===== src/rtl/bmfn_pkg.sv =====
package bmfn_pkg;

    // array geometry
    localparam int NUM_BITS    = 1024;
    localparam int WORD_W      = 64;
    localparam int NUM_WORDS   = NUM_BITS / WORD_W;
    localparam int BIT_IDX_W   = $clog2(NUM_BITS);
    localparam int WORD_OFF_W  = $clog2(WORD_W);
    localparam int WORD_ADDR_W = BIT_IDX_W - WORD_OFF_W;
    localparam int LIM_W       = BIT_IDX_W + 1;
    localparam int BYTE_CNT_W  = 8;
    localparam int NUM_BYTES   = NUM_BITS / 8;
    localparam int FUNC_W      = 3;

    // operation codes
    localparam logic [FUNC_W-1:0] FUNC_TEST  = 3'd0;
    localparam logic [FUNC_W-1:0] FUNC_SET   = 3'd1;
    localparam logic [FUNC_W-1:0] FUNC_CLEAR = 3'd2;
    localparam logic [FUNC_W-1:0] FUNC_FILL  = 3'd3;
    localparam logic [FUNC_W-1:0] FUNC_FIND  = 3'd4;

    typedef struct packed {
        logic [FUNC_W-1:0]    func;
        logic [BIT_IDX_W-1:0] bit_index;
        logic                 wanted_value;
    } bmfn_in_t;

    typedef struct packed {
        logic                 bit_value;
        logic                 found;
        logic [BIT_IDX_W-1:0] found_index;
    } bmfn_out_t;

    // controller to datapath
    typedef struct packed {
        logic load;
        logic word_clear;
        logic word_inc;
        logic wr;
        logic pend_load;
        logic out_load;
    } bmfn_cmd_t;

    // datapath to controller
    typedef struct packed {
        logic [FUNC_W-1:0] func;
        logic              hit;
        logic              last;
    } bmfn_sts_t;

endpackage


===== src/rtl/bmfn_dpath.sv =====
module bmfn_dpath (
    input  logic                                  clk,
    input  logic                                  rst_n,
    input  logic                                  cfg_we,
    input  logic [bmfn_pkg::BYTE_CNT_W-1:0]       cfg_wdata,
    input  bmfn_pkg::bmfn_in_t                    in_data,
    input  bmfn_pkg::bmfn_cmd_t                   cmd,
    output bmfn_pkg::bmfn_sts_t                   sts,
    output bmfn_pkg::bmfn_out_t                   out_data
);
    import bmfn_pkg::*;

    logic [BYTE_CNT_W-1:0]  bytes_reg;
    logic [BYTE_CNT_W-1:0]  sat_bytes;
    logic [LIM_W-1:0]       lim;
    bmfn_in_t               op_reg;
    logic [WORD_ADDR_W-1:0] word_reg;
    logic [WORD_ADDR_W-1:0] word_next;
    logic [WORD_W-1:0]      mem_reg [NUM_WORDS];
    logic [NUM_WORDS-1:0]   row_valid_reg;
    logic [WORD_W-1:0]      rd_data_reg;
    logic                   rd_valid_reg;
    logic [WORD_W-1:0]      word_data;
    logic [LIM_W-1:0]       word_base;
    logic [LIM_W-1:0]       next_base;
    logic [LIM_W-1:0]       lim_diff;
    logic [WORD_W-1:0]      inuse_mask;
    logic [WORD_W-1:0]      start_mask;
    logic [WORD_W-1:0]      bit_mask;
    logic [WORD_W-1:0]      wr_mask;
    logic                   wr_bit;
    logic [WORD_W-1:0]      cand;
    logic [WORD_OFF_W-1:0]  enc;
    logic                   in_range;
    bmfn_out_t              res;
    bmfn_out_t              pend_reg;
    bmfn_out_t              out_reg;

    // size register, saturated to the array
    always_ff @(posedge clk or negedge rst_n)
    begin
        if (!rst_n)
            bytes_reg <= BYTE_CNT_W'(NUM_BYTES);
        else if (cfg_we)
            bytes_reg <= cfg_wdata;
    end

    assign sat_bytes = (bytes_reg > BYTE_CNT_W'(NUM_BYTES)) ? BYTE_CNT_W'(NUM_BYTES) : bytes_reg;
    assign lim       = LIM_W'({sat_bytes, 3'b000});

    // captured transaction
    always_ff @(posedge clk)
    begin
        if (cmd.load)
            op_reg <= in_data;
    end

    // word pointer
    always_comb
    begin
        word_next = word_reg;
        if (cmd.load)
            word_next = in_data.bit_index[BIT_IDX_W-1:WORD_OFF_W];
        else if (cmd.word_clear)
            word_next = '0;
        else if (cmd.word_inc)
            word_next = word_reg + WORD_ADDR_W'(1);
    end

    always_ff @(posedge clk or negedge rst_n)
    begin
        if (!rst_n)
            word_reg <= '0;
        else
            word_reg <= word_next;
    end

    // row valid bits, cleared at reset; an invalid row reads as zero
    always_ff @(posedge clk or negedge rst_n)
    begin
        if (!rst_n)
        begin
            row_valid_reg <= '0;
            rd_valid_reg  <= 1'b0;
        end
        else
        begin
            if (cmd.wr)
                row_valid_reg[word_reg] <= 1'b1;
            rd_valid_reg <= row_valid_reg[word_next];
        end
    end

    // bit-masked write; first write to a row fills the rest with zeros
    always_ff @(posedge clk)
    begin
        if (cmd.wr)
        begin
            if (row_valid_reg[word_reg])
            begin
                for (int b = 0; b < WORD_W; b++)
                begin
                    if (wr_mask[b[WORD_OFF_W-1:0]])
                        mem_reg[word_reg][b[WORD_OFF_W-1:0]] <= wr_bit;
                end
            end
            else
                mem_reg[word_reg] <= wr_mask & {WORD_W{wr_bit}};
        end
    end

    // registered read, always of the word the pointer holds next
    always_ff @(posedge clk)
    begin
        rd_data_reg <= mem_reg[word_next];
    end

    assign word_data = rd_valid_reg ? rd_data_reg : '0;

    // in-use bits of the current word
    assign word_base = LIM_W'({1'b0, word_reg, {WORD_OFF_W{1'b0}}});
    assign next_base = LIM_W'({({1'b0, word_reg} + (WORD_ADDR_W + 1)'(1)), {WORD_OFF_W{1'b0}}});
    assign lim_diff  = lim - word_base;

    always_comb
    begin
        if (lim <= word_base)
            inuse_mask = '0;
        else if (lim_diff >= LIM_W'(WORD_W))
            inuse_mask = '1;
        else
            inuse_mask = (WORD_W'(1) << lim_diff[WORD_OFF_W-1:0]) - WORD_W'(1);
    end

    // search starts at the start bit inside its own word
    assign start_mask = (word_reg == op_reg.bit_index[BIT_IDX_W-1:WORD_OFF_W]) ?
                        ({WORD_W{1'b1}} << op_reg.bit_index[WORD_OFF_W-1:0]) : '1;
    assign in_range   = ({1'b0, op_reg.bit_index} < lim);
    assign bit_mask   = in_range ? (WORD_W'(1) << op_reg.bit_index[WORD_OFF_W-1:0]) : '0;

    // write data and mask
    always_comb
    begin
        if (op_reg.func == FUNC_FILL)
        begin
            wr_mask = inuse_mask;
            wr_bit  = op_reg.wanted_value;
        end
        else
        begin
            wr_mask = bit_mask;
            wr_bit  = (op_reg.func == FUNC_SET);
        end
    end

    // candidates and lowest-set priority encoder
    assign cand = (op_reg.wanted_value ? word_data : ~word_data) & inuse_mask & start_mask;

    always_comb
    begin
        enc = '0;
        for (int b = WORD_W - 1; b >= 0; b--)
        begin
            if (cand[b[WORD_OFF_W-1:0]])
                enc = b[WORD_OFF_W-1:0];
        end
    end

    assign sts.func = op_reg.func;
    assign sts.hit  = |cand;
    assign sts.last = (next_base >= lim) || (word_reg == WORD_ADDR_W'(NUM_WORDS - 1));

    // result of the current transaction
    always_comb
    begin
        res.bit_value   = (op_reg.func == FUNC_TEST) && in_range &&
                          word_data[op_reg.bit_index[WORD_OFF_W-1:0]];
        res.found       = (op_reg.func == FUNC_FIND) && sts.hit;
        res.found_index = res.found ? {word_reg, enc} : '0;
    end

    // pending and output registers
    always_ff @(posedge clk)
    begin
        if (cmd.pend_load)
            pend_reg <= res;
        if (cmd.out_load)
            out_reg <= pend_reg;
    end

    assign out_data = out_reg;

endmodule


===== src/rtl/bmfn_ctrl.sv =====
module bmfn_ctrl (
    input  logic                clk,
    input  logic                rst_n,
    input  logic                in_valid,
    output logic                in_stall,
    output logic                out_valid,
    input  logic                out_stall,
    input  bmfn_pkg::bmfn_sts_t sts,
    output bmfn_pkg::bmfn_cmd_t cmd
);
    import bmfn_pkg::*;

    typedef enum logic [4:0] {
        ST_IDLE = 5'b00001,
        ST_EXEC = 5'b00010,
        ST_FILL = 5'b00100,
        ST_FIND = 5'b01000,
        ST_DONE = 5'b10000
    } state_t;

    state_t state_reg;
    state_t state_next;
    logic   out_valid_reg;
    logic   out_valid_next;
    logic   out_free;

    assign in_stall = (state_reg != ST_IDLE);
    assign out_free = !out_valid_reg || !out_stall;

    // next state and commands
    always_comb
    begin
        state_next = state_reg;
        cmd        = '0;
        unique case (state_reg)
            ST_IDLE:
            begin
                if (in_valid)
                begin
                    cmd.load   = 1'b1;
                    state_next = ST_EXEC;
                end
            end
            ST_EXEC:
            begin
                unique case (sts.func) inside
                    FUNC_SET, FUNC_CLEAR:
                    begin
                        cmd.wr        = 1'b1;
                        cmd.pend_load = 1'b1;
                        state_next    = ST_DONE;
                    end
                    FUNC_FILL:
                    begin
                        cmd.word_clear = 1'b1;
                        state_next     = ST_FILL;
                    end
                    FUNC_FIND:
                    begin
                        if (sts.hit || sts.last)
                        begin
                            cmd.pend_load = 1'b1;
                            state_next    = ST_DONE;
                        end
                        else
                        begin
                            cmd.word_inc = 1'b1;
                            state_next   = ST_FIND;
                        end
                    end
                    default:
                    begin
                        cmd.pend_load = 1'b1;
                        state_next    = ST_DONE;
                    end
                endcase
            end
            ST_FILL:
            begin
                cmd.wr = 1'b1;
                if (sts.last)
                begin
                    cmd.pend_load = 1'b1;
                    state_next    = ST_DONE;
                end
                else
                    cmd.word_inc = 1'b1;
            end
            ST_FIND:
            begin
                if (sts.hit || sts.last)
                begin
                    cmd.pend_load = 1'b1;
                    state_next    = ST_DONE;
                end
                else
                    cmd.word_inc = 1'b1;
            end
            ST_DONE:
            begin
                if (out_free)
                begin
                    cmd.out_load = 1'b1;
                    state_next   = ST_IDLE;
                end
            end
            default:
                state_next = ST_IDLE;
        endcase
    end

    // output valid flag
    always_comb
    begin
        out_valid_next = out_valid_reg;
        if (cmd.out_load)
            out_valid_next = 1'b1;
        else if (out_valid_reg && !out_stall)
            out_valid_next = 1'b0;
    end

    always_ff @(posedge clk or negedge rst_n)
    begin
        if (!rst_n)
        begin
            state_reg     <= ST_IDLE;
            out_valid_reg <= 1'b0;
        end
        else
        begin
            state_reg     <= state_next;
            out_valid_reg <= out_valid_next;
        end
    end

    assign out_valid = out_valid_reg;

    // checks
    a_onehot_state: assert property (@(posedge clk) disable iff (!rst_n)
        $onehot(state_reg))
        else $error("state register not one-hot");

    a_accept_to_exec: assert property (@(posedge clk) disable iff (!rst_n)
        in_valid && !in_stall |=> state_reg == ST_EXEC)
        else $error("accepted transaction did not start");

    a_write_states: assert property (@(posedge clk) disable iff (!rst_n)
        cmd.wr |-> (state_reg == ST_EXEC || state_reg == ST_FILL))
        else $error("array write outside an operation");

    a_pend_states: assert property (@(posedge clk) disable iff (!rst_n)
        cmd.pend_load |=> state_reg == ST_DONE)
        else $error("result captured without moving to done");

    a_out_load: assert property (@(posedge clk) disable iff (!rst_n)
        cmd.out_load |-> out_free ##1 out_valid_reg)
        else $error("output register overwritten while held");

endmodule


===== src/rtl/bitmap_with_find_next.sv =====
// Bit array with test, set, clear, fill and find-next.
// Input channel in_valid / in_stall / in_data carries one operation per
// transaction (func, bit_index, wanted_value); it is accepted when in_valid
// is high and in_stall is low. Each transaction gives exactly one result
// on out_valid / out_stall / out_data (bit_value, found, found_index).
// cfg_we / cfg_wdata write bytes_in_use; write only while the block is idle.
// The array is kept as 64-bit words in an internal memory with a
// registered read port; one word is read or written per cycle.
// Test, set, clear and unused codes go from EXEC straight to DONE; fill
// writes the words in order from word 0 up to the end of the range in
// use, at least one; find scans word by word from the start word until
// a hit or the last word in use. The next transaction is accepted the
// cycle after a result enters the output register, so each one finishes
// before the next is taken, and a held result does not block the next one.
// Reset clears every bit through per-word valid flags at once and sets
// bytes_in_use to 128; no clearing pass is needed.
// When the receiver stalls, out_data holds; a finished result then waits
// in a pending register and in_stall stays high until it can move out.
module bitmap_with_find_next (
    input  logic                                clk,
    input  logic                                rst_n,
    input  logic                                cfg_we,
    input  logic [bmfn_pkg::BYTE_CNT_W-1:0]     cfg_wdata,
    input  logic                                in_valid,
    output logic                                in_stall,
    input  bmfn_pkg::bmfn_in_t                  in_data,
    output logic                                out_valid,
    input  logic                                out_stall,
    output bmfn_pkg::bmfn_out_t                 out_data
);
    import bmfn_pkg::*;

    bmfn_cmd_t cmd;
    bmfn_sts_t sts;

    // sequencer
    bmfn_ctrl u_ctrl (
        .clk       (clk),
        .rst_n     (rst_n),
        .in_valid  (in_valid),
        .in_stall  (in_stall),
        .out_valid (out_valid),
        .out_stall (out_stall),
        .sts       (sts),
        .cmd       (cmd)
    );

    // array, search and result path
    bmfn_dpath u_dpath (
        .clk       (clk),
        .rst_n     (rst_n),
        .cfg_we    (cfg_we),
        .cfg_wdata (cfg_wdata),
        .in_data   (in_data),
        .cmd       (cmd),
        .sts       (sts),
        .out_data  (out_data)
    );

endmodule

===== config.mk =====
export PLATFORM = sky130hd
export DESIGN_NAME = bitmap_with_find_next
export DESIGN_NICKNAME = d
export VERILOG_FILES = /design/src/rtl/bmfn_pkg.sv /design/src/rtl/bmfn_dpath.sv /design/src/rtl/bmfn_ctrl.sv /design/src/rtl/bitmap_with_find_next.sv
export SDC_FILE = /design/constraint.sdc
export NUM_CORES = 2
export LEC_CHECK = 0
export ABC_CLOCK_PERIOD_IN_PS = 12600
export BUFFER_PORTS_ARGS = -buffer_cell sky130_fd_sc_hd__buf_2
export CAP_MARGIN = 20
export CORE_ASPECT_RATIO = 2
export CORE_MARGIN = 5
export CORE_UTILIZATION = 30
export DETAILED_ROUTE_END_ITERATION = 16
export GPL_ROUTABILITY_DRIVEN = 0
export SLEW_MARGIN = 20
export SYNTH_ARGS = -nofsm -noshare
export SYNTH_HDL_FRONTEND = slang
export SYNTH_HIERARCHICAL = 1
export SYNTH_SLANG_ARGS = --single-unit

===== constraint.sdc =====
create_clock -name clk -period 12.6 [get_ports clk]
set_clock_uncertainty 0.1 [all_clocks]
set_input_delay 1.89 -clock clk [delete_from_list [all_inputs] [get_ports clk]]
set_output_delay 1.89 -clock clk [all_outputs]
set_load 0.1 [all_outputs]

Yosys cells after proc, flatten, opt, wreduce, memory -nomap -nowiden
Memory sizes are Yosys's and may differ from the RTL's. A register that Yosys moved wholly into a read port is not among the register bits.
Index checks and enable logic that the tools add are counted.
{"block": "op_classes", "addsub": 4, "mul": 0, "div_mod_pow": 0, "n_lt_le_gt_ge": 9, "n_eq_ne": 16, "shift": 3, "n_mux": 431, "bitwise_logic": 70, "reduce_logical": 21}
{"op": "64-bit 2-to-1 mux", "count": 7}
{"op": "1-bit 2-to-1 mux", "count": 343}
{"op": "64-bit bitwise AND", "count": 3}
{"op": "6-bit 2-to-1 mux", "count": 32}
{"op": "1-bit by 6-bit left shift with 64-bit output, first input constant", "count": 2}
{"op": "5-bit 2-to-1 mux", "count": 21}
{"op": "64-bit NOT", "count": 1}
{"op": "1-bit OR", "count": 64}
{"op": "64-bit OR reduction", "count": 1}
{"op": "64-bit by 6-bit left shift with 64-bit output, first input constant", "count": 1}
{"op": "64-bit by 2-bit subtractor with 64-bit output, second input constant", "count": 1}
{"op": "4-bit 2-to-1 mux", "count": 11}
{"op": "33-bit OR reduction", "count": 1}
{"op": "5-bit one-hot mux with 5 select lines", "count": 1}
{"op": "17-bit OR reduction", "count": 1}
{"op": "16-bit OR", "count": 1}
{"op": "3-bit 2-to-1 mux", "count": 4}
{"op": "11-bit greater-or-equal comparator", "count": 1}
{"op": "11-bit by 7-bit greater-or-equal comparator with 1-bit output, second input constant", "count": 1}
{"op": "11-bit by 10-bit less-or-equal comparator with 1-bit output", "count": 1}
{"op": "10-bit by 11-bit less-than comparator with 1-bit output", "count": 1}
{"op": "11-bit by 10-bit subtractor with 11-bit output", "count": 1}
{"op": "4-bit by 5-bit less-than comparator with 1-bit output, second input constant", "count": 2}
{"op": "5-bit one-hot mux with 2 select lines", "count": 1}
{"op": "other kinds (36)", "count": 51}
{"block": "word_totals", "regBits": 73, "latchBits": 0, "ram_bits": 1024, "romBits": 0, "input_bits": 27, "wordCells": 576, "n_memories": 1}
{"memory": "u_dpath.mem_reg", "depth": 16, "word_bits": 64, "rd": 1, "rd_ports_with_merged_regs": 1, "wr": 1, "line": "bmfn_dpath.sv:19", "source": "logic [WORD_W-1:0] mem_reg [NUM_WORDS];"}

Depth between registers and ports, before layout
{"block": "logic_depth", "depth_word": 72, "depth_mapped": 29, "depth_no_buf": 24}

Cells and area by module
The synthesis kept the hierarchy.
{"module": "bmfn_dpath", "instances": 1, "cells_per_inst": 5486, "area_per_inst_um2": 54907.7, "seq_area_each_um2": 33898.8}
{"module": "bmfn_ctrl", "instances": 1, "cells_per_inst": 51, "area_per_inst_um2": 430.4, "seq_area_each_um2": 151.4}

Worst setup path before layout
Ideal clock, no wire load.
{"block": "synth_path", "path_type": "register to register", "startpoint": "reg u_dpath.bytes_reg[7]", "endpoint": "reg u_dpath.rd_data_reg[39], read port of u_dpath.mem_reg", "setup_time_ps": 132, "arrival_ps": 5865, "path_slack_ps": 6502, "stages_incl_launch_ff": 30, "period_less_slack_ps": 6098, "cell_sequence": "dfstp_2 > buf_2 > inv_1 > clkbuf_1 > nand2_1 > ha_1 > inv_1 > fa_1 > xnor2_1 > nand3_1 > mux2i_1 > buf_2 > a31oi_1 > o21ai_0 > nand3_1 > nor3_2 > nand2_1 > nor4_1 > nand2_1 > o22ai_1 > nand2_1 > o21ai_0 > a22oi_1 > clkinv_1 > clkbuf_1 > clkbuf_1 > clkbuf_1 > nand3_1 > a311oi_1 > a21oi_1"}
{"item": "start, declared", "line": "bmfn_dpath.sv:13", "source": "logic [BYTE_CNT_W-1:0] bytes_reg;"}
{"item": "start signal, assigned", "line": "bmfn_dpath.sv:43", "source": "bytes_reg <= BYTE_CNT_W'(NUM_BYTES);"}
{"item": "start signal, assigned", "line": "bmfn_dpath.sv:45", "source": "bytes_reg <= cfg_wdata;"}
{"item": "end, declared", "line": "bmfn_dpath.sv:21", "source": "logic [WORD_W-1:0] rd_data_reg;"}

==> results.md <==
- Cell variety after synth: 97
- Critical-path maximum fanout: 117
- Compound-Gate Fraction of Synth Area: 10.3%
- Final period util: 70.3%
- Chip width: 314 um
- R2R Path Start: u_dpath/bytes_reg[7]$_DFFE_PN1P_
- DRC errors left: 0
- Number of H-tree levels: 3
- Final HPWL DP: 110 mm
- Yosys top cell area share: 57.6%
- Wire per inst: 23.9 um
- Hold_sp: u_dpath/pend_reg[0]$_SDFFCE_PP0P_
- Finished Core Util: 33.2%
- Site row count: 223
- Register area share after synthesis: 61.5%
- Commonest non-fill, non-tap cells in the layout: 1195 x nand2_1, 1115 x nor2_1, 1062 x edfxtp_1
- RSZ-0062 raised after global routing: false
- Post-route ant nets: 0
- Slew headroom: 21.5%
- Switching fraction of total power: 43.7%
- Setup-failing EPs final: 0
- Setup TNS: 0 ns
- R2r setup slk: 3.75 ns
- Worst skew pair latency: 0.75 ns
- Worst R2R End: u_dpath/rd_data_reg[44]$_DFF_P_
- Die ar.: 0.194 mm2
- Crit-path most repeated cell: nand2_1
- CP Data Required Time: 13.18 ns
- CTS sink count: 1161
- Largest family of logic cells by synthesized area: simple AND/OR/NAND/NOR gates
- Num CTS Buffers: 91
- Area added between synthesis and finish: 10.5%
- Filler cells: 18600
- Clock root buffer: clkbuf_16
- Cell Int Power: 0.00789 W
- Top cells by area, synth: edfxtp_1 58%, nand2_1 8.1%, nor2_1 7.6%
- Minimum clock period: 8.85 ns
- Vias in the first global route: 41700
- Inst Count DP: 7563
- Cells after synthesis: 5537
- Status: finished, final reports clean
- Yosys warning total: 6
- Pwr Density: 229 mW/mm2
- Worst Tran Pin Value: 1.17 ns
- Slew Limit Fails: 0
- Die H: 617 um
- Grt ovf: 0
- Vias per Instance: 5.56
- Initial antenna violation count: 6
- CP endpoint kind: flip-flop
- First-pass iteration count of the detailed router: 7
- Share of layout cells above drive strength 1: 8.62%
- First-pass GRT wire length: 269 mm
- Post-synthesis simple-gate area fraction: 22.0%
- Slowest stage cell, crit path: dfstp_2
- Most common cell after layout, fill and taps aside: nand2_1
- Reg clk slew, reported paths: 0.07 ns
- Seq cells post-synth: 1161
- Mux cell area share after synthesis: 0.705%
- IO Pins: 41
- EDFF count, synth: 1062
- Largest register FFs: 1024
- Starting density of the core: 30.1%
- Leading area contributor after synthesis: edfxtp_1
- Vias post-DR: 43100
- Max Root-Sink Buffers: 3
- Static Leak: 23.2 nW
- All-Layer GR Usage: 18.3%
- Combinational share of power: 43.2%
- Post-Route WL: 185 mm
- Hold path cells: 0
- Final Hold Viols: 0
- Post-CTS resize count: 0
- Worst slack at placement: 3.61 ns
- Psw: 0.00612 W
- Clock power frac: 21.9%
- Syn avg cell area: 9.99 um2
- PnR worst setup slack: 3.75 ns
- Cell Area, Synth: 0.0553 mm2
- Worst path max stage delay: 0.64 ns
- Max VDD drop: 0.216 mV
- Ys async rst share: 3.01%
- Largest net degree at the start of global routing: 169
- Crit start category: flip-flop
- Predominant post-synthesis flop cell: edfxtp_1
- Post-CTS setup buffer count: 0
- PortBufs: 40
- Worst Hold Class: reg2reg
- Critical path class: reg2reg
- Max cap viols: 0
- CTS tree: done
- R2R cell count: 28
- CTS Hold Bufs: 0
- Synth Area in XOR/XNOR: 1.14%
- Fin nets: 5353
- CP arrival: 9.43 ns
- DRT iter0 DRCs: 3531
- Post-synthesis adder-cell area fraction: 0.488%
- Sequential group share of total power: 34.9%
- Post-Layout Cell Count: 7750
- Core area: 0.184 mm2
- Worst Hold Endpoint: u_dpath/out_data[0]$_DFFE_PP_
- Maximum clock rate: 0.113 GHz
- Syn_nets: 5585
synth_stat cells (11+ instances only):
| cell | instances |
|---|---|
| xor2_1 | 43 |
| inv_1 | 18 |
| clkbuf_1 | 379 |
| nor2_1 | 1121 |
| o22ai_1 | 16 |
| o31ai_1 | 16 |
| nand3_1 | 324 |
| a21o_1 | 18 |
| buf_1 | 16 |
| nor2b_1 | 16 |
| a31oi_1 | 107 |
| dfxtp_1 | 64 |
| o21ai_0 | 78 |
| nand2b_1 | 28 |
| or2_2 | 11 |
| dfrtp_1 | 33 |
| a311oi_1 | 199 |
| mux4_2 | 12 |
| nor3_1 | 21 |
| buf_2 | 82 |
| a21oi_1 | 213 |
| and2_1 | 16 |
| nand4_1 | 14 |
| and3_1 | 138 |
| nand2_1 | 1196 |
| edfxtp_1 | 1062 |
| a22oi_1 | 20 |
| xnor2_1 | 29 |
| ha_1 | 20 |
final cells by class:
cell class / count / area, um2 / area share, %
well taps: 2362 / 2960 / 4.84
clock buffers: 121 / 2470 / 4.04
clock inverters: 50 / 684 / 1.12
inverters: 25 / 109 / 0.178
flip-flops and latches: 1161 / 34100 / 55.7
multi-input cells: 3861 / 19600 / 32.1
diodes: 5 / 12.5 / 0.0205
repair buffers: 165 / 1240 / 2.03
how the worst max path moves through the flow:
stage                                       to  cells past startpoint                             start
2_1_floorplan  u_dpath/rd_data_reg[39]$_DFF_P_                     29  u_dpath/bytes_reg[7]$_DFFE_PN1P_
3_3_place_gp   u_dpath/rd_data_reg[44]$_DFF_P_                     27  u_dpath/bytes_reg[7]$_DFFE_PN1P_
3_5_place_dp   u_dpath/rd_data_reg[44]$_DFF_P_                     27  u_dpath/bytes_reg[7]$_DFFE_PN1P_
4_1_cts        u_dpath/rd_data_reg[44]$_DFF_P_                     27  u_dpath/bytes_reg[7]$_DFFE_PN1P_
5_1_grt        u_dpath/rd_data_reg[44]$_DFF_P_                     28  u_dpath/bytes_reg[7]$_DFFE_PN1P_
6_report       u_dpath/rd_data_reg[44]$_DFF_P_                     28  u_dpath/bytes_reg[7]$_DFFE_PN1P_
per-stage QoR:
step / power, W / hold slack (ns) / cell area, um2
floorplan: 0.00881 / 0.300 / 55300
global placement: 0.0108 / 0.303 / 57700
detailed placement: 0.0108 / 0.305 / 57700
CTS: 0.0139 / 0.322 / 60900
global route: 0.0146 / 0.340 / 61100
finish: 0.0140 / 0.321 / 61100
power by group through the flow:
stage / combinational, W / sequential [W] / clock, W
finish: 0.00605 / 0.00489 / 0.00307
global route: 0.00650 / 0.00489 / 0.00325
CTS: 0.00590 / 0.00488 / 0.00311
detailed placement: 0.00588 / 0.00496 / 0
global placement: 0.00581 / 0.00497 / 0
floorplan: 0.00406 / 0.00475 / 0
kinds of logic after synthesis:
| logic type | count (synthesis) |
|---|---|
| simple gates | 2929 |
| flops | 1161 |
| compound gates | 816 |
| buf+inv | 515 |
| xor+xnor | 72 |
| mux | 23 |
| fa+ha+maj | 21 |
critical path: cells and delay by family, from the launching register on:
| family | cells | cell delay, ns |
|---|---|---|
| AO/OA/AOI/OAI | 8 | 2.03 |
| XOR/XNOR | 1 | 0.21 |
| adder cells (fa/ha/maj) | 2 | 0.64 |
| buffers and inverters | 7 | 2.39 |
| flip-flops | 1 | 0.64 |
| AND/OR/NAND/NOR | 10 | 2.45 |
metal layers:
layer | wire length, um | up-vias | track usage, %
li1 | - | 19000 | -
met2 | 94600 | 1899 | 33.3
met3 | 12200 | 639 | 2.59
met5 | 24 | - | 0
met4 | 15500 | 4 | 12.9
met1 | 62700 | 21600 | 19.4
Power figures use the tool's default switching activity.
